### config.mk
export PLATFORM = sky130hd
export DESIGN_NAME = xmodem_crc_block_receiver_top
export DESIGN_NICKNAME = d
export VERILOG_FILES = /design/src/hw/rtl/xcrc_pkg.sv /design/src/hw/rtl/xcrc_parser.sv /design/src/hw/rtl/xcrc_out_reg.sv /design/src/hw/rtl/xmodem_crc_block_receiver_top.sv
export SDC_FILE = /design/constraint.sdc
export NUM_CORES = 1
export LEC_CHECK = 0
export BUFFER_PORTS_ARGS = -buffer_cell sky130_fd_sc_hd__buf_2
export CORE_ASPECT_RATIO = 0.8
export CORE_MARGIN = 3
export CORE_UTILIZATION = 45
export CTS_BUF_LIST = sky130_fd_sc_hd__clkbuf_8
export CTS_CLUSTER_SIZE = 24
export DETAILED_ROUTE_END_ITERATION = 8
export GPL_ROUTABILITY_DRIVEN = 0
export PLACE_DENSITY_LB_ADDON = 0.12
export SYNTH_ARGS = -nofsm -noshare
export SYNTH_HDL_FRONTEND = slang
export SYNTH_SLANG_ARGS = --single-unit
### constraint.sdc
create_clock -name aclk -period 7 [get_ports aclk]
set_clock_uncertainty 0.1 [all_clocks]
set_input_delay 0.35 -clock aclk [delete_from_list [all_inputs] [get_ports aclk]]
set_output_delay 0.35 -clock aclk [all_outputs]
set_load 0.005 [all_outputs]
### src/hw/rtl/xcrc_pkg.sv
// Shared constants, result type and CRC-16 byte update for the XMODEM-CRC receiver.
package xcrc_pkg;

    localparam int DATA_BYTES = 128;

    // The frame position counts from zero up to DATA_BYTES + 4.
    localparam int POS_W = $clog2(DATA_BYTES + 5);

    localparam logic [7:0] CODE_SOH = 8'h01;
    localparam logic [7:0] CODE_EOT = 8'h04;
    localparam logic [7:0] CODE_ACK = 8'h06;
    localparam logic [7:0] CODE_NAK = 8'h15;

    localparam logic [15:0] CRC_POLY = 16'h1021;
    localparam logic [15:0] CRC_TOP  = 16'h8000;

    localparam logic KIND_PAYLOAD = 1'b0;
    localparam logic KIND_REPLY   = 1'b1;

    localparam int TDATA_W = 32;

    typedef struct packed {
        logic       kind;
        logic [7:0] payload_byte;
        logic [7:0] reply_byte;
        logic       block_good;
        logic       transfer_done;
        logic [7:0] block_number;
    } result_t;

    // One byte through CRC-16/XMODEM, MSB first; unrolls to an XOR network.
    function automatic logic [15:0] crc_update(input logic [15:0] crc, input logic [7:0] b);
        logic [15:0] c;
        c = crc ^ {b, 8'h00};
        for (int k = 0; k < 8; k++) begin
            if ((c & CRC_TOP) != 16'h0000) begin
                c = {c[14:0], 1'b0} ^ CRC_POLY;
            end else begin
                c = {c[14:0], 1'b0};
            end
        end
        return c;
    endfunction

endpackage

### src/hw/rtl/xcrc_parser.sv
// Frame parser: tracks the frame position, header checks and running CRC for one byte a cycle while step is high.
module xcrc_parser
    import xcrc_pkg::*;
(
    input  logic       aclk,
    input  logic       aresetn,
    input  logic       step,
    input  logic [7:0] rx_byte,
    output logic       res_valid,
    output result_t    res
);

    localparam logic [POS_W-1:0] POS_START  = POS_W'(0);
    localparam logic [POS_W-1:0] POS_NUM    = POS_W'(1);
    localparam logic [POS_W-1:0] POS_CMPL   = POS_W'(2);
    localparam logic [POS_W-1:0] POS_CRC_HI = POS_W'(3 + DATA_BYTES);

    logic [POS_W-1:0] pos_reg, pos_next;
    logic [7:0]       expected_reg, expected_next;
    logic [15:0]      crc_reg, crc_next;
    logic             header_good_reg, header_good_next;
    logic [7:0]       crc_high_reg, crc_high_next;
    logic             finished_reg, finished_next;

    logic             good;

    always_comb begin
        pos_next         = pos_reg;
        expected_next    = expected_reg;
        crc_next         = crc_reg;
        header_good_next = header_good_reg;
        crc_high_next    = crc_high_reg;
        finished_next    = finished_reg;
        res_valid        = 1'b0;
        res              = '0;
        res.block_number = expected_reg;
        good             = header_good_reg && ({crc_high_reg, rx_byte} == crc_reg);

        if (step && !finished_reg) begin
            if (pos_reg == POS_START) begin
                if (rx_byte == CODE_EOT) begin
                    finished_next     = 1'b1;
                    res_valid         = 1'b1;
                    res.kind          = KIND_REPLY;
                    res.reply_byte    = CODE_ACK;
                    res.transfer_done = 1'b1;
                end else begin
                    header_good_next = (rx_byte == CODE_SOH);
                    crc_next         = 16'h0000;
                    pos_next         = POS_NUM;
                end
            end else if (pos_reg == POS_NUM) begin
                if (rx_byte != expected_reg) begin
                    header_good_next = 1'b0;
                end
                pos_next = POS_CMPL;
            end else if (pos_reg == POS_CMPL) begin
                if (rx_byte != ~expected_reg) begin
                    header_good_next = 1'b0;
                end
                pos_next = pos_reg + POS_W'(1);
            end else if (pos_reg < POS_CRC_HI) begin
                crc_next         = crc_update(crc_reg, rx_byte);
                pos_next         = pos_reg + POS_W'(1);
                res_valid        = 1'b1;
                res.kind         = KIND_PAYLOAD;
                res.payload_byte = rx_byte;
            end else if (pos_reg == POS_CRC_HI) begin
                crc_high_next = rx_byte;
                pos_next      = pos_reg + POS_W'(1);
            end else begin
                pos_next         = POS_START;
                crc_next         = 16'h0000;
                header_good_next = 1'b0;
                crc_high_next    = 8'h00;
                if (good) begin
                    expected_next = expected_reg + 8'd1;
                end
                res_valid      = 1'b1;
                res.kind       = KIND_REPLY;
                res.reply_byte = good ? CODE_ACK : CODE_NAK;
                res.block_good = good;
            end
        end
    end

    always_ff @(posedge aclk) begin
        if (!aresetn) begin
            pos_reg         <= POS_START;
            expected_reg    <= 8'd1;
            crc_reg         <= 16'h0000;
            header_good_reg <= 1'b0;
            crc_high_reg    <= 8'h00;
            finished_reg    <= 1'b0;
        end else begin
            pos_reg         <= pos_next;
            expected_reg    <= expected_next;
            crc_reg         <= crc_next;
            header_good_reg <= header_good_next;
            crc_high_reg    <= crc_high_next;
            finished_reg    <= finished_next;
        end
    end

endmodule

### src/hw/rtl/xcrc_out_reg.sv
// Result register driving the master-side stream, with the stall signal for the stage before it.
module xcrc_out_reg
    import xcrc_pkg::*;
(
    input  logic               aclk,
    input  logic               aresetn,
    input  logic               load,
    input  logic               res_valid,
    input  result_t            res,
    output logic               can_load,
    output logic               m_tvalid,
    input  logic               m_tready,
    output logic [TDATA_W-1:0] m_tdata,  // payload_byte, reply_byte, block_good, transfer_done, block_number
    output logic               m_tuser   // kind
);

    logic    valid_reg;
    result_t res_reg;

    // The register can take a new beat when empty or when its beat leaves this cycle.
    assign can_load = !valid_reg || m_tready;

    always_ff @(posedge aclk) begin
        if (!aresetn) begin
            valid_reg <= 1'b0;
        end else if (can_load) begin
            valid_reg <= load && res_valid;
        end
    end

    always_ff @(posedge aclk) begin
        if (can_load && load && res_valid) begin
            res_reg <= res;
        end
    end

    assign m_tvalid = valid_reg;
    assign m_tuser  = res_reg.kind;
    assign m_tdata  = {6'b000000, res_reg.block_number, res_reg.transfer_done,
                       res_reg.block_good, res_reg.reply_byte, res_reg.payload_byte};

endmodule

### src/hw/rtl/xmodem_crc_block_receiver_top.sv
// Top level of the XMODEM-CRC block receiver: input register, frame parser, result register.
//
// Received serial bytes enter on the slave stream, one byte per beat in s_tdata[7:0].
// Each frame is start byte, block number, its complement, DATA_BYTES payload bytes and
// a big-endian CRC-16. Every payload byte leaves on the master stream as tentative data
// (m_tuser low); the last CRC byte gives one reply beat (m_tuser high) carrying ACK or NAK.
// An EOT in the start position is answered with ACK and transfer_done, and every later
// byte is dropped until reset. Header bytes and the first CRC byte give no output beat.
// Throughput is one byte per cycle while m_tready does not stall: the CRC update is a
// combinational XOR network between the input register and the result register. A byte waits in
// the input register and its result in the result register, which drives m_tvalid. When the sink
// holds m_tready low, the result register holds its beat and the input register holds one more
// byte, then s_tready drops; no beat is lost. Reset (aresetn low, synchronous) empties both
// registers, sets the expected block number to 1 and returns the parser to the start position.
module xmodem_crc_block_receiver_top
    import xcrc_pkg::*;
(
    input  logic               aclk,
    input  logic               aresetn,
    input  logic               s_tvalid,
    output logic               s_tready,
    input  logic [7:0]         s_tdata,   // rx_byte
    output logic               m_tvalid,
    input  logic               m_tready,
    output logic [TDATA_W-1:0] m_tdata,   // payload_byte, reply_byte, block_good, transfer_done, block_number
    output logic               m_tuser    // kind
);

    logic       in_valid_reg;
    logic [7:0] in_byte_reg;
    logic       can_load;
    logic       advance;
    logic       res_valid;
    result_t    res;

    // The buffered byte moves through the parser once the result register can take it.
    assign advance  = in_valid_reg && can_load;
    assign s_tready = !in_valid_reg || can_load;

    always_ff @(posedge aclk) begin
        if (!aresetn) begin
            in_valid_reg <= 1'b0;
        end else if (s_tready) begin
            in_valid_reg <= s_tvalid;
        end
    end

    always_ff @(posedge aclk) begin
        if (s_tready && s_tvalid) begin
            in_byte_reg <= s_tdata;
        end
    end

    xcrc_parser u_parser (
        .aclk      (aclk),
        .aresetn   (aresetn),
        .step      (advance),
        .rx_byte   (in_byte_reg),
        .res_valid (res_valid),
        .res       (res)
    );

    xcrc_out_reg u_out_reg (
        .aclk      (aclk),
        .aresetn   (aresetn),
        .load      (advance),
        .res_valid (res_valid),
        .res       (res),
        .can_load  (can_load),
        .m_tvalid  (m_tvalid),
        .m_tready  (m_tready),
        .m_tdata   (m_tdata),
        .m_tuser   (m_tuser)
    );

endmodule
# Yosys cells after proc, flatten, opt, wreduce, memory -nomap -nowiden

Cells that the tools add are included.

Add/sub/neg operators: 2
Muxes and demuxes: 81
Bitwise logic cells: 16
Eq/ne operators: 16
Reduce and logical (&&, ||, !) cells: 22
Order comparisons: 1

Operator list:

| cell                  | count |
|---|---|
| $mux W16              | 41 |
| $mux W13              | 8 |
| $mux W8               | 9 |
| $mux W18              | 2 |
| $not A3 Y3            | 8 |
| $mux W9               | 2 |
| $mux W1               | 17 |
| $add A8 B1 Y8 const B | 2 |
| $eq A16 B16 Y1        | 1 |
| $eq A8 B1 Y1 const B  | 2 |
| $ne A8 B8 Y1          | 2 |
| $xor A16 B16 Y16      | 1 |
| $reduce_and A5 Y1     | 2 |
| $eq A8 B2 Y1 const B  | 1 |
| $eq A8 B3 Y1 const B  | 1 |
| $eq A8 B8 Y1 const B  | 1 |
| $logic_not A8 Y1      | 1 |
| $lt A8 B8 Y1 const B  | 1 |
| $ne A4 B1 Y1 const B  | 2 |
| $not A8 Y8            | 1 |
| $logic_and A1 B1 Y1   | 7 |
| $reduce_and A7 Y1     | 1 |
| $not A1 Y1            | 6 |
| $reduce_and A6 Y1     | 1 |
| 13 further kinds      | 18 |

Register bits after elaboration: 79
Output and inout bits: 35
Input port bits: 12

# Logic depth before layout (Yosys ltp)

Gate-level depths: netlist (run 1).

Depth in word-level cells: 56
Gate-level depth with buffers: 8
Gate-level depth less buffers: 8

# Modules after synthesis

Synthesis (run 1) repeated with hierarchy kept, for this count alone.

Cells, all modules: 394
Area total of the unflattened synthesis: 4100.2 um^2

Modules (own cells, without submodules):

| module                        | cells an instance | times used | sequential area each (um^2) | area an instance (um^2) |
|---|---|---|---|---|
| xcrc_parser                   | 341               | 1          | 840.8                       | 2870.3 |
| xcrc_out_reg                  | 39                | 1          | 830.8                       | 924.6 |
| xmodem_crc_block_receiver_top | 14                | 1          | 260.2                       | 305.3 |

# Worst setup path before layout (run 1)

Ideal clock, no wire load.

Path type: reg-to-reg
Start point: reg u_parser.pos_reg[0]
End point: reg u_out_reg.res_reg (netlist bit u_out_reg.m_tdata[0]), enable pin
Cell stages (with the launch flop): 6
Setup time: 0.434 ns
Slack: 3.738 ns
Period minus slack after synthesis: 3.262 ns
Arrival: 2.728 ns
Path buffers: 0
Cell sequence: dfxtp_1 > inv_1 > ha_1 > o21ai_0 > a21oi_2 > a211oi_1

Word-level cells in the longest chain between the ends: 8

Ends and longest elaborated chain:

| element                                                              | RTL line           | source |
|---|---|---|
| start: declaration                                                   | xcrc_parser.sv:18  | `logic [POS_W-1:0] pos_reg, pos_next;` |
| start signal: assignment                                             | xcrc_parser.sv:96  | `pos_reg <= pos_next;` |
| parallel branches: the longest is 5 deep, another holds $lt A8 B8 Y1 | --                 |  |
| $mux W1 (*)                                                          | xcrc_parser.sv:40  | `if (pos_reg == POS_START) begin` |
| $mux W1 (*)                                                          | xcrc_parser.sv:39  | `if (step && !finished_reg) begin` |
| $logic_and A1 B1 Y1 (*)                                              | xcrc_out_reg.sv:32 | `if (can_load && load && res_valid) begin` |
| end signal: assignment                                               | xcrc_out_reg.sv:33 | `res_reg <= res;` |
| end: declaration                                                     | xcrc_out_reg.sv:18 | `result_t res_reg;` |

Mark *: on every way between the ends.
A chain may end at the register's enable or synchronous reset.

# Worst setup path after layout (run 1)

Start point: reg in_byte_reg[4]
End point: reg u_out_reg.res_reg (netlist bit u_out_reg.m_tdata[1]), enable pin

Word-level cells in the longest chain between the ends: 5

Ends and longest elaborated chain:

| element                  | RTL line                            | source |
|---|---|---|
| start: declaration       | xmodem_crc_block_receiver_top.sv:30 | `logic [7:0] in_byte_reg;` |
| start signal: assignment | xmodem_crc_block_receiver_top.sv:50 | `in_byte_reg <= s_tdata;` |
| $eq A8 B3 Y1             | xcrc_parser.sv:41                   | `if (rx_byte == CODE_EOT) begin` |
| $mux W1                  | xcrc_parser.sv:41                   |  |
| $mux W1                  | xcrc_parser.sv:40                   |  |
| $mux W1                  | xcrc_parser.sv:39                   |  |
| $logic_and A1 B1 Y1      | xcrc_out_reg.sv:32                  |  |

Every way passes these cells.

==> results of run 1 <==
-- where the power goes --
part | leakage (nW) | internal (W) | switching (W)
clock | 0.103 | 0.000200 | 0.000164
combinational | 0.782 | 0.0000290 | 0.0000389
sequential | 0.597 | 0.000451 | 0.0000126
-- synth_stat cells (2+ instances only) --
cell / number
dfxtp_1: 44
xor2_1: 33
edfxtp_1: 29
nor2_1: 24
nand2_1: 18
xnor2_1: 18
clkbuf_1: 16
buf_4: 14
and2_1: 12
nor4_1: 12
nand3_1: 11
a22o_2: 10
nand2b_1: 9
a22oi_1: 8
inv_1: 7
mux2i_1: 7
a22o_1: 6
nand4_1: 6
ha_1: 5
nor3_1: 5
o21ai_0: 5
a21oi_1: 3
a31oi_1: 3
a211oi_1: 2
a21oi_2: 2
and3_1: 2
and4_1: 2
buf_2: 2
nor2b_1: 2
nor3b_1: 2
nor4b_1: 2
o21a_1: 2
or4_1: 2
-- how the worst max path moves through the flow --
stage / to / start / cells past startpoint / slack (ps)
after global routing: u_out_reg.m_tdata[22]$_DFFE_PP_ / in_byte_reg[4]$_DFFE_PP_ / 3 / 4120
after detailed placement: u_out_reg.m_tdata[19]$_DFFE_PP_ / in_byte_reg[4]$_DFFE_PP_ / 3 / 4310
final: u_out_reg.m_tdata[1]$_SDFFCE_PP0P_ / in_byte_reg[4]$_DFFE_PP_ / 3 / 4310
after CTS: u_out_reg.m_tdata[1]$_SDFFCE_PP0P_ / in_byte_reg[4]$_DFFE_PP_ / 3 / 4290
after floorplan: u_out_reg.m_tdata[0]$_SDFFCE_PP0P_ / u_parser.pos_reg[0]$_SDFFE_PN0P_ / 5 / 3740
after global placement: u_out_reg.m_tdata[21]$_DFFE_PP_ / in_byte_reg[3]$_DFFE_PP_ / 3 / 4350
-- routing by layer --
metal	routed length (um)	up-vias	global-route usage, %
li1	-	1248	-
met1	3850	1133	24.2
met2	2870	82	22.9
met3	457	12	5.27
met4	135	0	5.41
met5	0	-	0
-- layout make-up --
type	count	area share (%)
Timing Repair Buffer	36	4.52
Clock inverter	7	2.32
Inverter	7	0.659
Tap cell	105	3.29
Clock buffer	9	3.11
Multi-Input combinational cell	239	42.2
Sequential cell	73	43.9
-- through the flow --
stage | hold slack [ps] | cells | worst slack (ps) | area [um2]
2_1_floorplan | 340 | 352 | 3740 | 3630
3_3_place_gp | 354 | 460 | 4350 | 3770
3_5_place_dp | 371 | 460 | 4310 | 3770
4_1_cts | 65.5 | 476 | 4290 | 3990
5_1_grt | 52.8 | 476 | 4120 | 3990
6_report | 76.7 | 476 | 4310 | 3990
-- worst max-delay path: stages, from the launching register on --
cell,delay (ps)
edfxtp_1,560
nor4_1,480
nand2_1,180
a211oi_4,980
-- kinds of logic (layout without fill, tap and decap cells) --
family                   Yosys count  count (layout)  synth area share [%]
XOR/XNOR                          51              51                  12.4
flip-flops                        73              73                  48.6
other                              1              10                 0.104
buffers and inverters             40              59                  5.91
AND/OR/NAND/NOR                  116             116                  18.2
adder cells (fa/ha/maj)            5               5                  1.74
AO/OA/AOI/OAI                     50              50                  11.1
multiplexers                       7               7                  1.95
==> impl_metrics.toml, run 1 <==
[yosys]
synth-seq-area-share_pct = 48.6
synth_largest_area_cell = "dfxtp_1"
synth_top_area_share_pct = 24.5
yosys_warnings = 0
async_flop_share_pct = 0
synthFlopType = "dfxtp_1"
ys_ff_latch = 73
syn_area_um2 = 3600
synth-edff-count = 29
syn_inst = 343
synth.distinct_cells = 51
synth_area_leaders = "dfxtp_1, edfxtp_1, xor2_1"
syn_area_per_cell_um2 = 10.5

[setup_path]
reg2reg_depth = 3
r2r-end = "u_out_reg.m_tdata[1]$_SDFFCE_PP0P_"
arrival_ps = 2550
worstPathRequired_ps = 6870
r2r_slack_ps = 4310
cp-end-kind = "flop"
crit_type = "reg -> reg"
r2r-start = "in_byte_reg[4]$_DFFE_PP_"
path_max_fanout = 22
start_kind = "flop"

[run_status]
status = "finished clean"

[route]
wl_per_cell_um = 15.4
vias = 2475
vias_per_cell = 5.20
route.detailed.drc = 0
drtPass1Iterations = 4
drtIter0Drc = 95
drt_wl_total_mm = 7.32
drtAntennaViolNets = 0

[worst_hold_path]
worstHoldPathType = "in -> reg"
min_path_cells = 1
min-delay-start = "s_tdata[1]"
hold_path_end = "in_byte_reg[1]$_DFFE_PP_"

[sta]
max_freq_mhz = 372
layout_min_cycle_time_ps = 2690
finalHoldViolations = 0
worst_pin_slew_ps = 1150
min_period_over_period_pct = 38.4
rsz0062_at_grt = "no"
setup_viol_count_final = 0
slew_headroom_pct = 23.1
final_max_slew_viol_count = 0
fin_setup_tns_ps = 0

[cts]
clock-sinks = 73
clk_latency_ps = 350
htreeDepth = 3
clockBufferDepth = 2
cts_hold_buf = 0
post_cts_resize_count = 0
clk_pin_slew_ps = 70
clockRootBuffer = "clkbuf_8"
cts_buffers = 9
cts_tree = "built"
postCtsSetupBuffers = 0

[layout]
regArea_um2 = 1750
syn_to_final_growth_pct = 10.8
antenna_cells = 0
final_cell_mix = "dfxtp_1, buf_2, xor2_1"
multi_input_area_um2 = 1680
mostFrequentLayoutCell = "dfxtp_1"
nets = 383
fillers = 696
drive_above_1_share_pct = 19.7
final_util_pct = 52.7
largest_reg_flops = 20

[global_routing]
gr-total-overflow = 0
track_usage_pct = 16.5
grt_pass1_vias = 2264
grt_pass1_wl_mm = 11.6
grt_max_degree = 23
grt_antenna_before_repair = 0

[die]
die_h_um = 86.0
row_count = 28
boundaryPins = 47
design.core.area_um2 = 7570
start_util_pct = 47.6
die_w_um = 106
die-area_um2 = 9120

[placement]
io_buffers = 36
place_hpwl_mm = 5.03

[power]
ir_worst_vdd_mv = 0.104
power_w = 0.000895
power_leakage_nw = 1.48
powerDensity_nw_per_um2 = 224

[flow_run]
maxCapViolCount = 0
(Power assumes the default switching activity.)
==> run 2, diff against run 1 <==
==> constraint.sdc (replaced) <==
create_clock -name aclk -period 2.4 [get_ports aclk]
set_clock_uncertainty 0.1 [all_clocks]
set_input_delay 0.12 -clock aclk [delete_from_list [all_inputs] [get_ports aclk]]
set_output_delay 0.12 -clock aclk [all_outputs]
set_load 0.005 [all_outputs]
==> run 2 against run 1 <==
Against the previous run: via count rose by 7.4%; die area did not move; cell area rose by 10%; core utilization rose by 5.3 points; first-iteration DRC count rose by 56%; setup slack got worse by 4200 ps; largest power group unchanged.
==> impl_metrics.toml, run 2 (same netlist as run 1, synthesis figures left out) <==
[setup_path]
r2r-end = "u_parser.crc_reg[15]$_SDFFE_PN0P_"
crit_path_top_delay_cell = "or4_4"
path_delay_family = "simple AND/OR/NAND/NOR gates"
critPathMaxStageDelay_ps = 530
reg2reg_depth = 8
worstPathRequired_ps = 2530
arrival_ps = 2440
crit_chain = "or4_4 > buf_4 > or2_2 > a21oi_4 > buf_4 > nor4b_4 > buf_12 > a22o_2"
r2r_slack_ps = 90
r2r-start = "u_parser.pos_reg[2]$_SDFFE_PN0P_"
path_max_fanout = 16
startpoint = "u_parser.pos_reg[2]$_SDFFE_PN0P_"
cp_common_cell = "buf_4"
crit_type = "reg -> reg"
start_kind = "flop"
cp-end-kind = "flop"
critPathBufInv = 3

[worst_hold_path]
hold_path_end = "in_valid_reg$_SDFFE_PN0N_"
min_path_cells = 4
min-delay-start = "m_tready"
worstHoldPathType = "in -> reg"

[layout]
syn_to_final_growth_pct = 22.0
drive_above_1_share_pct = 25.9
final_cell_mix = "dfxtp_1, buf_2, xor2_1"
fillers = 674
stdcell_count = 515
antenna_cells = 0
largest_reg_flops = 20
multi_input_area_um2 = 1730
nets = 422
regArea_um2 = 1750
mostFrequentLayoutCell = "dfxtp_1"
finalInstanceArea_um2 = 4390

[sta]
rsz0062_at_grt = "no"
fin_hold_ws_ps = 41.6
setup_viol_count_final = 0
finalHoldViolations = 0
max_freq_mhz = 432
fin_setup_tns_ps = 0
min_period_over_period_pct = 96.4
final_max_slew_viol_count = 0
layout_min_cycle_time_ps = 2310

[die]
die_w_um = 106
design.core.area_um2 = 7570
die_h_um = 86.0
boundaryPins = 47
start_util_pct = 47.6
die-area_um2 = 9120
row_count = 28

[placement]
io_buffers = 36
place_hpwl_mm = 5.67
placed_cells = 490
placed_cell_area_um2 = 4020

[cts]
clk_latency_ps = 340
clk_pin_slew_ps = 80
postCtsSetupBuffers = 0
cts_tree = "built"
clock-sinks = 73
clockBufferDepth = 2
cts_buffers = 9
clockRootBuffer = "clkbuf_8"
htreeDepth = 3

[global_routing]
grt_pass1_wl_mm = 13.2
use_met2_pct = 27.0
met3_usage_pct = 5.34
grt_max_degree = 22
grt_use_met1_pct = 26.8
grt_pass1_vias = 2534
grt_antenna_before_repair = 0
gr-total-overflow = 0
grt_busiest_layer = "met2"
track_usage_pct = 18.6

[route]
vias = 2657
wl_per_cell_um = 15.3
drt_wl_total_mm = 7.86
vias_per_cell = 5.16
drtIter0Drc = 148
drtAntennaViolNets = 0
drtPass1Iterations = 4
route.detailed.drc = 0

[power]
powerDensity_nw_per_um2 = 623
power_w = 0.00273
power_leakage_nw = 1.71
ir_worst_vdd_mv = 0.335

[flow_run]
maxCapViolCount = 0

[run_status]
status = "finished clean"
[run 2: metrics by stage]
step	worst slack (ps)	utilization [%]
after floorplan	152	-
after global placement	0.351	53.2
after detailed placement	-93.6	53.2
after CTS	11.6	57.6
after global routing	4.06	58.0
final	87.5	58.0
[run 2: metal layers]
| metal | wire, um | part of all wire, % | vias up |
|---|---|---|---|
| li1 | - | - | 1324 |
| met1 | 3990 | 51 | 1242 |
| met2 | 3280 | 42 | 84 |
| met3 | 509 | 6.5 | 7 |
| met4 | 88 | 1.1 | 0 |
| met5 | 0 | 0 | - |
[run 2: power breakdown]
part / total [W] / internal [W] / leakage, nW / switching, W
registers: 0.00134 / 0.00131 / 0.597 / 0.0000299
logic: 0.000255 / 0.000122 / 0.987 / 0.000133
clock network: 0.00113 / 0.000683 / 0.126 / 0.000452
[run 2: repair_timing]
action | in CTS | in global routing
hold endpoints to repair | 9 | 0
hold buffers | 9 | 0
setup endpoints to repair | 8 | 18
gates cloned | 0 | 0
resized for setup | 2 | 6
[run 2: worst reg2reg max path, stage by stage (launching register included)]
cell and delay (ps):
dfxtp_1 310, or4_4 530, buf_4 170, or2_2 330
a21oi_4 150, buf_4 170, nor4b_4 60, buf_12 170
a22o_2 210
[run 2: worst max-delay path by stage]
| stage | to | cells past startpoint |
|---|---|---|
| floorplan | u_parser.crc_reg[0]$_SDFFE_PN0P_ | 6 |
| CTS | u_parser.crc_reg[15]$_SDFFE_PN0P_ | 7 |
| finish | u_parser.crc_reg[15]$_SDFFE_PN0P_ | 8 |
| global route | u_parser.crc_reg[2]$_SDFFE_PN0P_ | 8 |
| detailed placement | u_out_reg.m_tdata[7]$_SDFFCE_PP0P_ | 5 |
| global placement | u_out_reg.m_tdata[7]$_SDFFCE_PP0P_ | 5 |
[run 2: final cells by class]
| class | instances | area share [%] |
|---|---|---|
| inverters | 7 | 0.598 |
| repair buffers | 75 | 11.9 |
| well taps | 105 | 2.99 |
| clock buffers | 9 | 2.82 |
| multi-input cells | 239 | 39.3 |
| clock inverters | 7 | 2.54 |
| flip-flops and latches | 73 | 39.9 |
